==> src/sv/pva_pkg.sv <==
`timescale 1ns / 1ps

package pva_pkg;

  typedef enum logic [1:0] {
    KIND_NOTE_ON  = 2'd0,
    KIND_NOTE_OFF = 2'd1,
    KIND_FINISHED = 2'd2
  } pva_kind_e;

  typedef enum logic [1:0] {
    ST_IDLE,
    ST_SCAN,
    ST_FINISH
  } pva_state_e;

  typedef struct packed {
    logic [1:0]  kind;
    logic [6:0]  note;
    logic [6:0]  velocity;
    logic [2:0]  voice_index;
    logic [31:0] now;
  } pva_in_t;

  typedef struct packed {
    logic [2:0] assigned_voice;
    logic       start_attack;
    logic       was_stolen;
    logic [7:0] release_mask;
    logic [6:0] out_note;
    logic [6:0] out_velocity;
  } pva_out_t;

  // one voice slot as seen by the compare unit
  typedef struct packed {
    logic        active;
    logic [6:0]  note;
    logic [31:0] stamp;
  } pva_entry_t;

  // running steal candidate
  typedef struct packed {
    logic        have_active;
    logic [31:0] best;
  } pva_track_t;

  typedef struct packed {
    logic is_free;
    logic better;
    logic hit;
  } pva_dec_t;

endpackage

==> src/sv/pva_cmp.sv <==
`timescale 1ns / 1ps

module pva_cmp (
  input  pva_pkg::pva_entry_t entry_i,
  input  pva_pkg::pva_track_t track_i,
  input  logic [6:0]          note_i,
  output pva_pkg::pva_dec_t   dec_o
);
  import pva_pkg::*;

  always_comb begin
    dec_o.is_free = !entry_i.active;
    dec_o.better  = entry_i.active &&
                    (!track_i.have_active || (entry_i.stamp < track_i.best));
    dec_o.hit     = entry_i.active && (entry_i.note == note_i);
  end

endmodule

==> src/sv/poly_voice_allocator.sv <==
// Polyphonic voice allocator with oldest-voice stealing.
// Input channel (in_valid_i / in_stall_o / in_data_i) takes one event per
// transaction: note on, note off or voice finished. Output channel
// (out_valid_o / out_stall_i / out_data_o) returns exactly one result per
// event, in order.
// Note on and note off walk the voice table one voice per cycle through a
// single shared compare unit (free check, 32-bit stamp compare, note match),
// then commit in the ST_FINISH step once the output register is free.
// Voice finished and unused kinds skip the walk and go straight to commit.
// The next event is accepted the cycle after the previous one reaches
// the output register.
// The output register holds a finished result while out_stall_i is high;
// the block may accept and process one more event meanwhile, and waits in
// its commit step until the output register frees up.
// Reset clears all active bits and the control state; note and stamp
// storage is only read for active voices and needs no clearing.
`timescale 1ns / 1ps

module poly_voice_allocator #(
  parameter int VOICES = 8
) (
  input  logic              clk_i,
  input  logic              rst_ni,
  input  logic              in_valid_i,
  output logic              in_stall_o,
  input  pva_pkg::pva_in_t  in_data_i,
  output logic              out_valid_o,
  input  logic              out_stall_i,
  output pva_pkg::pva_out_t out_data_o
);
  import pva_pkg::*;

  localparam int IW = (VOICES > 1) ? $clog2(VOICES) : 1;
  localparam logic [IW-1:0] LastIdx = IW'(VOICES - 1);

  pva_state_e state_q, state_d;

  logic [VOICES-1:0] active_q;
  logic [6:0]        note_q  [VOICES];
  logic [31:0]       stamp_q [VOICES];

  pva_in_t     item_q;
  logic [IW-1:0] idx_q;
  pva_track_t  track_q;
  logic        have_free_q;
  logic [IW-1:0] free_v_q, steal_v_q;
  logic [7:0]  mask_q;

  logic     out_valid_q;
  pva_out_t out_q;

  logic       in_take, out_free, commit;
  pva_entry_t entry;
  pva_dec_t   dec;
  logic [IW-1:0] chosen;
  logic       fin_ok;
  pva_out_t   res;

  assign entry.active = active_q[idx_q];
  assign entry.note   = note_q[idx_q];
  assign entry.stamp  = stamp_q[idx_q];

  pva_cmp u_cmp (
    .entry_i (entry),
    .track_i (track_q),
    .note_i  (item_q.note),
    .dec_o   (dec)
  );

  assign out_free = !out_valid_q || !out_stall_i;
  assign chosen   = have_free_q ? free_v_q : steal_v_q;
  assign fin_ok   = ({29'd0, item_q.voice_index} < 32'(VOICES));

  always_comb begin
    res = '0;
    unique case (item_q.kind)
      KIND_NOTE_ON: begin
        res.assigned_voice = 3'(chosen);
        res.start_attack   = 1'b1;
        res.was_stolen     = !have_free_q;
        res.out_note       = item_q.note;
        res.out_velocity   = item_q.velocity;
      end
      KIND_NOTE_OFF: res.release_mask = mask_q;
      default:       res = '0;
    endcase
  end

  always_comb begin
    state_d    = state_q;
    in_stall_o = 1'b1;
    in_take    = 1'b0;
    commit     = 1'b0;
    unique case (state_q)
      ST_IDLE: begin
        in_stall_o = 1'b0;
        in_take    = in_valid_i;
        if (in_valid_i) begin
          if ((in_data_i.kind == KIND_NOTE_ON) || (in_data_i.kind == KIND_NOTE_OFF)) begin
            state_d = ST_SCAN;
          end else begin
            state_d = ST_FINISH;
          end
        end
      end
      ST_SCAN: begin
        if (idx_q == LastIdx) begin
          state_d = ST_FINISH;
        end
      end
      ST_FINISH: begin
        if (out_free) begin
          commit  = 1'b1;
          state_d = ST_IDLE;
        end
      end
      default: state_d = ST_IDLE;
    endcase
  end

  always_ff @(posedge clk_i or negedge rst_ni) begin
    if (!rst_ni) begin
      state_q     <= ST_IDLE;
      active_q    <= '0;
      out_valid_q <= 1'b0;
    end else begin
      state_q <= state_d;
      if (commit) begin
        out_valid_q <= 1'b1;
        if (item_q.kind == KIND_NOTE_ON) begin
          active_q[chosen] <= 1'b1;
        end else if ((item_q.kind == KIND_FINISHED) && fin_ok) begin
          active_q[IW'(item_q.voice_index)] <= 1'b0;
        end
      end else if (!out_stall_i) begin
        out_valid_q <= 1'b0;
      end
    end
  end

  always_ff @(posedge clk_i) begin
    if (in_take) begin
      item_q      <= in_data_i;
      idx_q       <= '0;
      track_q     <= '0;
      have_free_q <= 1'b0;
      free_v_q    <= '0;
      steal_v_q   <= '0;
      mask_q      <= '0;
    end
    if (state_q == ST_SCAN) begin
      idx_q <= idx_q + 1'b1;
      if (dec.is_free) begin
        have_free_q <= 1'b1;
        free_v_q    <= idx_q;
      end else if (dec.better) begin
        track_q.have_active <= 1'b1;
        track_q.best        <= entry.stamp;
        steal_v_q           <= idx_q;
      end
      if (dec.hit) begin
        mask_q <= mask_q | (8'd1 << idx_q);
      end
    end
    if (commit) begin
      out_q <= res;
      if (item_q.kind == KIND_NOTE_ON) begin
        note_q[chosen]  <= item_q.note;
        stamp_q[chosen] <= item_q.now;
      end
    end
  end

  assign out_valid_o = out_valid_q;
  assign out_data_o  = out_q;

endmodule

==> config.mk <==
export PLATFORM = sky130hd
export DESIGN_NAME = poly_voice_allocator
export DESIGN_NICKNAME = d
export VERILOG_FILES = /design/src/sv/pva_pkg.sv /design/src/sv/pva_cmp.sv /design/src/sv/poly_voice_allocator.sv
export SDC_FILE = /design/constraint.sdc
export NUM_CORES = 1
export LEC_CHECK = 0
export BUFFER_PORTS_ARGS = -buffer_cell sky130_fd_sc_hd__buf_2
export CAP_MARGIN = 25
export CORE_MARGIN = 10
export CORE_UTILIZATION = 63
export CTS_BUF_LIST = sky130_fd_sc_hd__clkbuf_4
export CTS_CLUSTER_SIZE = 12
export DETAILED_ROUTE_END_ITERATION = 10
export PLACE_DENSITY = 0.82
export SYNTH_ARGS = -nofsm -noshare
export SYNTH_HDL_FRONTEND = slang
export SYNTH_SLANG_ARGS = --single-unit
==> constraint.sdc <==
create_clock -name clk_i -period 5.95 [get_ports clk_i]
set_input_delay 0.595 -clock clk_i [delete_from_list [all_inputs] [get_ports clk_i]]
set_output_delay 0.595 -clock clk_i [all_outputs]
set_load 0.005 [all_outputs]
==> results of run 1 <==
[metal layers]
metal / GRT usage / vias to the layer above
met3: 0.0463 / 77
met1: 0.259 / 4940
li1: - / 4359
met5: 0 / -
met4: 0.0849 / 0
met2: 0.347 / 365
[cell usage in the layout (no fill, tap or decap), types with 34 or more instances in the layout]
master         netlist  layout
a221o_1             35      35
buf_2               13      83
clkbuf_4             0     171
dfxtp_1             51      48
dlygate4sd3_1        0      47
edfxtp_1           393     393
ha_1                37      37
inv_1               43      42
mux4_2              80      80
nor2b_1             34      34
[worst max-delay path, delay by kind of cell (launching register included)]
| family | cells | cell delay (ps) |
|---|---|---|
| compound gates | 2 | 760 |
| mux | 2 | 760 |
| flops | 1 | 940 |
| fa+ha+maj | 1 | 310 |
| simple gates | 3 | 1030 |
| buf+inv | 1 | 260 |
[per-stage QoR]
stage / power, uW / setup slack [ps] / hold WS [ps] / cell area [sq um] / util
4_1_cts: 9570 / 1760 / 5.23 / 20900 / 0.749
3_3_place_gp: 6740 / 1860 / 429 / 18800 / 0.675
6_report: 9510 / 1770 / 52.1 / 20900 / 0.749
2_1_floorplan: 6140 / 1470 / 299 / 17800 / -
3_5_place_dp: 6850 / 1800 / 432 / 18800 / 0.676
5_1_grt: 10100 / 1490 / 5.58 / 20900 / 0.749
[final timing paths]
| kind | startpoint | end | slack [ps] | depth (start not counted) |
|---|---|---|---|---|
| hold reg to reg | mask_q[5] | mask_q[5] | 450 | 2 |
| hold / removal | in_data_i[19] | item_q[19] | 50 | 1 |
| setup / recovery | flip-flop | track_q[14] | 1770 | 9 |
| max in group asynchronous | rst_ni | active_q[4] | 5490 | 2 |
| min in group asynchronous | rst_ni | out_valid_o | 210 | 2 |
| setup reg to reg | flip-flop | track_q[14] | 1770 | 9 |
[cell families after synthesis]
group,synth area share
flops,0.734
mux,0.127
simple gates,0.0442
buf+inv,0.0194
xor+xnor,0.00344
compound gates,0.0461
fa+ha+maj,0.0259
[power by group through the flow]
stage | clock network [uW] | logic [uW] | registers (uW)
after floorplan | 0 | 2040 | 4100
after global placement | 0 | 2430 | 4310
after detailed placement | 0 | 2560 | 4300
after CTS | 2750 | 2590 | 4230
after global routing | 2940 | 2840 | 4280
final | 2690 | 2580 | 4240
[state kept, by name, summed over array words and instances, names as in the netlist, 2 cells and up, named ones only]
register / flops
idx_q: 3
free_v_q: 3
out_data_o: 27
stamp_q: 256
item_q: 51
mask_q: 8
active_q: 8
track_q: 33
state_q: 2
steal_v_q: 3
note_q: 56
[synth_stat cells, types with 20 or more instances]
| library cell | instances | area, sq um |
|---|---|---|
| mux2_2 | 32 | 360 |
| dfxtp_1 | 51 | 1020 |
| nand2_1 | 26 | 97.6 |
| inv_1 | 43 | 161 |
| clkbuf_1 | 20 | 75.1 |
| mux4_2 | 80 | 1800 |
| ha_1 | 37 | 463 |
| a221o_1 | 35 | 350 |
| and2_1 | 22 | 138 |
| nor2_1 | 24 | 90.1 |
| nor2b_1 | 34 | 213 |
| edfxtp_1 | 393 | 11800 |
[cell type report]
| cell class | count | area (sq um) |
|---|---|---|
| antenna | 2 | 5.00 |
| clock buffer | 171 | 1280 |
| clock inverter | 41 | 275 |
| fill | 1569 | 7000 |
| inverter | 44 | 165 |
| multi-input combinational | 418 | 4450 |
| sequential | 455 | 13100 |
| tap | 378 | 473 |
| timing repair buffer | 154 | 1100 |
[repair_timing]
action,in CTS,in global routing
hold buffers,47,0
endpoints found under the hold margin,57,0
buffers inserted,0,0
==> results.py, run 1 <==
metrics = {
    "yosys": {
        "ys_ff_latch": 455,
        "synth_nets": 1047,
        "synthFlopType": "edfxtp_1",
        "synth_area_sq_um": 17800,
        "seq_area_frac_synth": 0.734,
        "netlist_instances": 955,
        "synth.distinct_cells": 49,
        "async_flop_share": 0.0242,
        "ys_warn_count": 0,
        "synth_edf_count": 393,
        "avgSynthCellArea_sq_um": 18.7,
    },
    "power_and_ir_drop": {
        "comb_power_share": 0.271,
        "p_sw_frac": 0.303,
        "power_density_nw_per_um2": 456,
        "clock_power_share": 0.283,
        "power.internal_uw": 6630,
        "p_sw_uw": 2880,
        "power_frac_seq": 0.446,
        "ir_drop_mv": 0.279,
        "p_leak_uw": 0.00729,
    },
    "final_layout": {
        "drive_gt1_frac": 0.330,
        "stdcell_count": 1663,
        "nets": 1276,
        "syn2layout_area_growth_pct": 16.9,
    },
    "placed_design": {
        "routabilityCongestion": 0.845,
        "dpl.cell_count": 1402,
        "hpwl_um": 20900,
        "portBuffers": 83,
    },
    "timing": {
        "hold_viol": 0,
        "period_share": 0.702,
        "fmax_mhz": 239,
        "fin_crit_ps": 4180,
        "fin_setup_tns_ps": 0,
        "relSlewSlack": 0.396,
        "setup_violations": 0,
        "drv_slew": 0,
        "rsz0062_at_grt": "no",
        "skew_ps": 81.7,
        "worst_pin_slew_ps": 905,
    },
    "clocking": {
        "clock_path_buffers": 3,
        "cts_tree": "done",
        "cts_root_buf": "clkbuf_4",
        "ctsResizeCount": 0,
        "htree_levels": 3,
        "clock_sinks": 455,
        "clkLatencyLatePin_ps": 790,
        "path_clk_slew_ps": 70,
        "numCtsBuffers": 111,
    },
    "setup_path": {
        "end_kind": "flip-flop",
        "path_cells": "mux4_2 -> mux2_2 -> ha_1 -> nand4_1 -> or4_1 -> or2_2 -> o221ai_2 -> buf_12 -> a221o_1",
        "cp_slowest_cell": "dfxtp_4",
        "cp.required_ps": 6620,
        "path_class": "reg2reg",
        "cp_max_fo": 58,
        "crit_arrival_ps": 4850,
        "crit_path_start_kind": "flip-flop",
        "slowest_delay_ps": 940,
    },
    "floorplanning": {
        "rows": 61,
        "fp.dieW_um": 188,
        "num_io_pins": 84,
        "core_sq_um": 27900,
        "die_area_sq_um": 35400,
        "dieHeight_um": 188,
        "start_util": 0.640,
    },
    "worst_hold_path": {
        "holdCritPathClass": "in2reg",
    },
    "detailed_routing": {
        "met2WireLength_um": 18000,
        "routedWlPerCell_um": 21.5,
        "wl_um": 35800,
        "drtAntennaViolNets": 0,
        "drt-initial-drc-count": 778,
        "wl_met3_um": 2330,
        "vias": 9741,
        "drc": 0,
        "top_layer": "met4",
        "viasPerCell": 5.86,
        "firstDrtPassIters": 5,
        "met1_length_um": 14600,
    },
    "run": {
        "cap_violations": 0,
    },
    "run_status": {
        "status": "complete, no violations",
    },
    "global_routing": {
        "grt-ovfl-total": 0,
        "grt_pass1_wl_um": 57800,
        "track_usage": 0.208,
        "antenna_found_initial": 1,
        "grt_max_degree": 59,
        "grt_pass1_vias": 10616,
    },
}
Power figures use the tool's default switching activity.
==> run 2, diff against run 1 <==
--- a/config.mk
+++ b/config.mk
@@ -8,11 +8,11 @@
 export BUFFER_PORTS_ARGS = -buffer_cell sky130_fd_sc_hd__buf_2
 export CAP_MARGIN = 25
 export CORE_MARGIN = 10
-export CORE_UTILIZATION = 63
+export CORE_UTILIZATION = 57
 export CTS_BUF_LIST = sky130_fd_sc_hd__clkbuf_4
 export CTS_CLUSTER_SIZE = 12
 export DETAILED_ROUTE_END_ITERATION = 10
-export PLACE_DENSITY = 0.82
+export PLACE_DENSITY = 0.79
 export SYNTH_ARGS = -nofsm -noshare
 export SYNTH_HDL_FRONTEND = slang
 export SYNTH_SLANG_ARGS = --single-unit
==> constraint.sdc (replaced) <==
create_clock -name clk_i -period 3.6 [get_ports clk_i]
set_input_delay 0.36 -clock clk_i [delete_from_list [all_inputs] [get_ports clk_i]]
set_output_delay 0.36 -clock clk_i [all_outputs]
set_load 0.005 [all_outputs]
==> run 2 against run 1 <==
Against the previous run: clock power rose by 61%; worst setup slack worse by 1700 ps; fmax is 17% higher; critical path depth rose by 5; hold slack improved by 270 ps; global-route usage shrank 1.5 points; combinational power up 120%; sequential share of layout area down 2.7 points; final cell count is 4.1% higher; sequential cell count is the same; register-to-register slack got worse by 1700 ps; critical endpoint is now track_q[7].
==> results.py, run 2 (same netlist as run 1, synthesis figures left out) <==
metrics = {
    "run": {
        "cap_violations": 0,
    },
    "placed_design": {
        "placed_cell_area_sq_um": 19100,
        "routabilityCongestion": 0.813,
        "portBuffers": 83,
        "hpwl_um": 20900,
    },
    "final_layout": {
        "fillers": 1899,
        "drive_gt1_frac": 0.370,
        "final_area_sq_um": 21800,
        "reg.largest.list": "stamp_q (256), note_q (56), item_q (51)",
        "regMostFlops": "stamp_q",
        "nets": 1330,
        "largest_reg_flops": 256,
        "final_common_cell": "edfxtp_1",
        "syn2layout_area_growth_pct": 22.1,
        "layout.cells.most_common_list": "edfxtp_1 (393), clkbuf_4 (174), buf_2 (83)",
    },
    "floorplanning": {
        "num_io_pins": 84,
        "core_sq_um": 30700,
        "start_util": 0.580,
        "fp.dieW_um": 197,
        "rows": 64,
        "dieHeight_um": 197,
        "die_area_sq_um": 38800,
    },
    "worst_hold_path": {
        "whs_path_depth": 2,
        "min_to": "item_q[2]",
        "holdCritPathClass": "in2reg",
        "min_from": "in_data_i[2]",
    },
    "detailed_routing": {
        "wl_um": 37300,
        "firstDrtPassIters": 7,
        "met2WireLength_um": 19200,
        "viasPerCell": 5.73,
        "drc": 0,
        "top_layer": "met4",
        "drt-initial-drc-count": 736,
        "wl_met3_um": 2210,
        "drtAntennaViolNets": 0,
        "routedWlPerCell_um": 21.5,
        "vias": 9914,
        "met1_length_um": 14900,
    },
    "setup_path": {
        "ff2ff_setup_slack_ps": 40,
        "cp_slowest_cell": "mux4_2",
        "path_common_cell": "buf_12",
        "path_class": "reg2reg",
        "r2r-end": "track_q[7]",
        "crit_path_start_kind": "flip-flop",
        "cp_max_fo": 12,
        "path_cells": "buf_6 -> buf_12 -> buf_12 -> mux4_2 -> mux2_4 -> ha_1 -> a21o_1 -> a21o_1 -> a21oi_2 -> o221a_4 -> o221ai_4 -> buf_6 -> buf_12 -> a221o_1",
        "cp.required_ps": 4210,
        "crit_arrival_ps": 4170,
        "ff2ff_path_depth": 14,
        "end_kind": "flip-flop",
        "slowest_delay_ps": 490,
    },
    "clocking": {
        "clock_sinks": 455,
        "htree_levels": 3,
        "clock_path_buffers": 3,
        "path_clk_slew_ps": 70,
        "numCtsBuffers": 110,
        "cts_tree": "done",
        "clkLatencyLatePin_ps": 770,
        "cts_root_buf": "clkbuf_4",
    },
    "timing": {
        "skew_ps": 42.2,
        "fmax_mhz": 281,
        "setup_violations": 0,
        "relSlewSlack": 0.469,
        "rsz0062_at_grt": "yes",
        "fin_setup_tns_ps": 0,
        "hold_viol": 0,
        "period_share": 0.989,
        "fin_crit_ps": 3560,
        "drv_slew": 0,
        "worst_pin_slew_ps": 797,
    },
    "global_routing": {
        "grt_pass1_vias": 10581,
        "grt_max_degree": 41,
        "grt-ovfl-total": 0,
        "grt_pass1_wl_um": 58000,
        "track_usage": 0.192,
        "antenna_found_initial": 1,
    },
    "power_and_ir_drop": {
        "power_density_nw_per_um2": 775,
        "p_leak_uw": 0.00771,
        "ir_drop_mv": 0.504,
    },
    "run_status": {
        "status": "complete, no violations",
    },
}
## run 2: changes by cell type in the layout (fill, tap and decap cells not counted), sizes merged
| cell | previous run | this run |
|---|---|---|
| diode | 2 | 1 |
| bufinv | 3 | 2 |
| inv | 46 | 45 |
| buf | 107 | 153 |
| clkinv | 36 | 29 |
| dlygate4sd3 | 47 | 55 |
| clkbuf | 171 | 175 |
| clkinvlp | 0 | 2 |
## run 2: area by class of cell
cell class              instances  area (sq um)  area share
clock inverters                34           194     0.00890
clock buffers                 174          1310      0.0600
multi-input cells             418          4730       0.217
flip-flops and latches        455         13100       0.602
well taps                     396           495      0.0227
repair buffers                209          1790      0.0821
diodes                          1          2.50    0.000115
inverters                      44           165     0.00758
## run 2: metal layers
metal / track usage / vias up
met3: 0.0433 / 71
li1: - / 4452
met5: 0 / -
met1: 0.239 / 5058
met4: 0.0797 / 0
met2: 0.322 / 333
## run 2: worst max path at each step
stage                           from            to  slack, ps  cells past startpoint
after floorplan           state_q[0]  note_q[5][0]       -820                      5
after global placement     flip-flop   track_q[14]         10                     11
after detailed placement   flip-flop   track_q[12]        -10                     11
after CTS                  flip-flop    track_q[7]         -3                     12
after global routing       flip-flop   track_q[19]        -80                     14
final                      flip-flop    track_q[7]         40                     14
## run 2: worst max-delay path: cells and delay by family, from the launching register on
kind | cells | cell delay [ps]
AOI/OAI and AO/OA | 6 | 1230
adders and majority gates | 1 | 300
buffers and inverters | 5 | 690
DFF | 1 | 390
muxes | 2 | 790
## run 2: what timing repair did
action | in CTS | in global routing
endpoints found under the setup margin | 32 | 35
buffers inserted | 15 | 15
cloned | 2 | 1
resized for setup | 25 | 38
pin swaps | 8 | 39
endpoints found under the hold margin | 65 | 0
hold buffers | 55 | 0
## run 2: report_power, final
| part | internal [uW] | leakage, uW | switching [uW] |
|---|---|---|---|
| clock | 2340 | 0.000893 | 2000 |
| combinational | 2990 | 0.00269 | 2700 |
| sequential | 6420 | 0.00412 | 435 |
## run 2: stage by stage
stage / cells / util / setup WS, ps / hold WS [ps] / total power (uW)
6_report: 1731 / 0.709 / 41.3 / 319 / 16900
4_1_cts: 1715 / 0.698 / -2.89 / 239 / 16500
3_5_place_dp: 1435 / 0.621 / -14.4 / 240 / 11600
3_3_place_gp: 1435 / 0.621 / 14.0 / 239 / 11400
2_1_floorplan: 955 / - / -816 / 64.4 / 10300
5_1_grt: 1731 / 0.709 / -84.5 / 259 / 17800
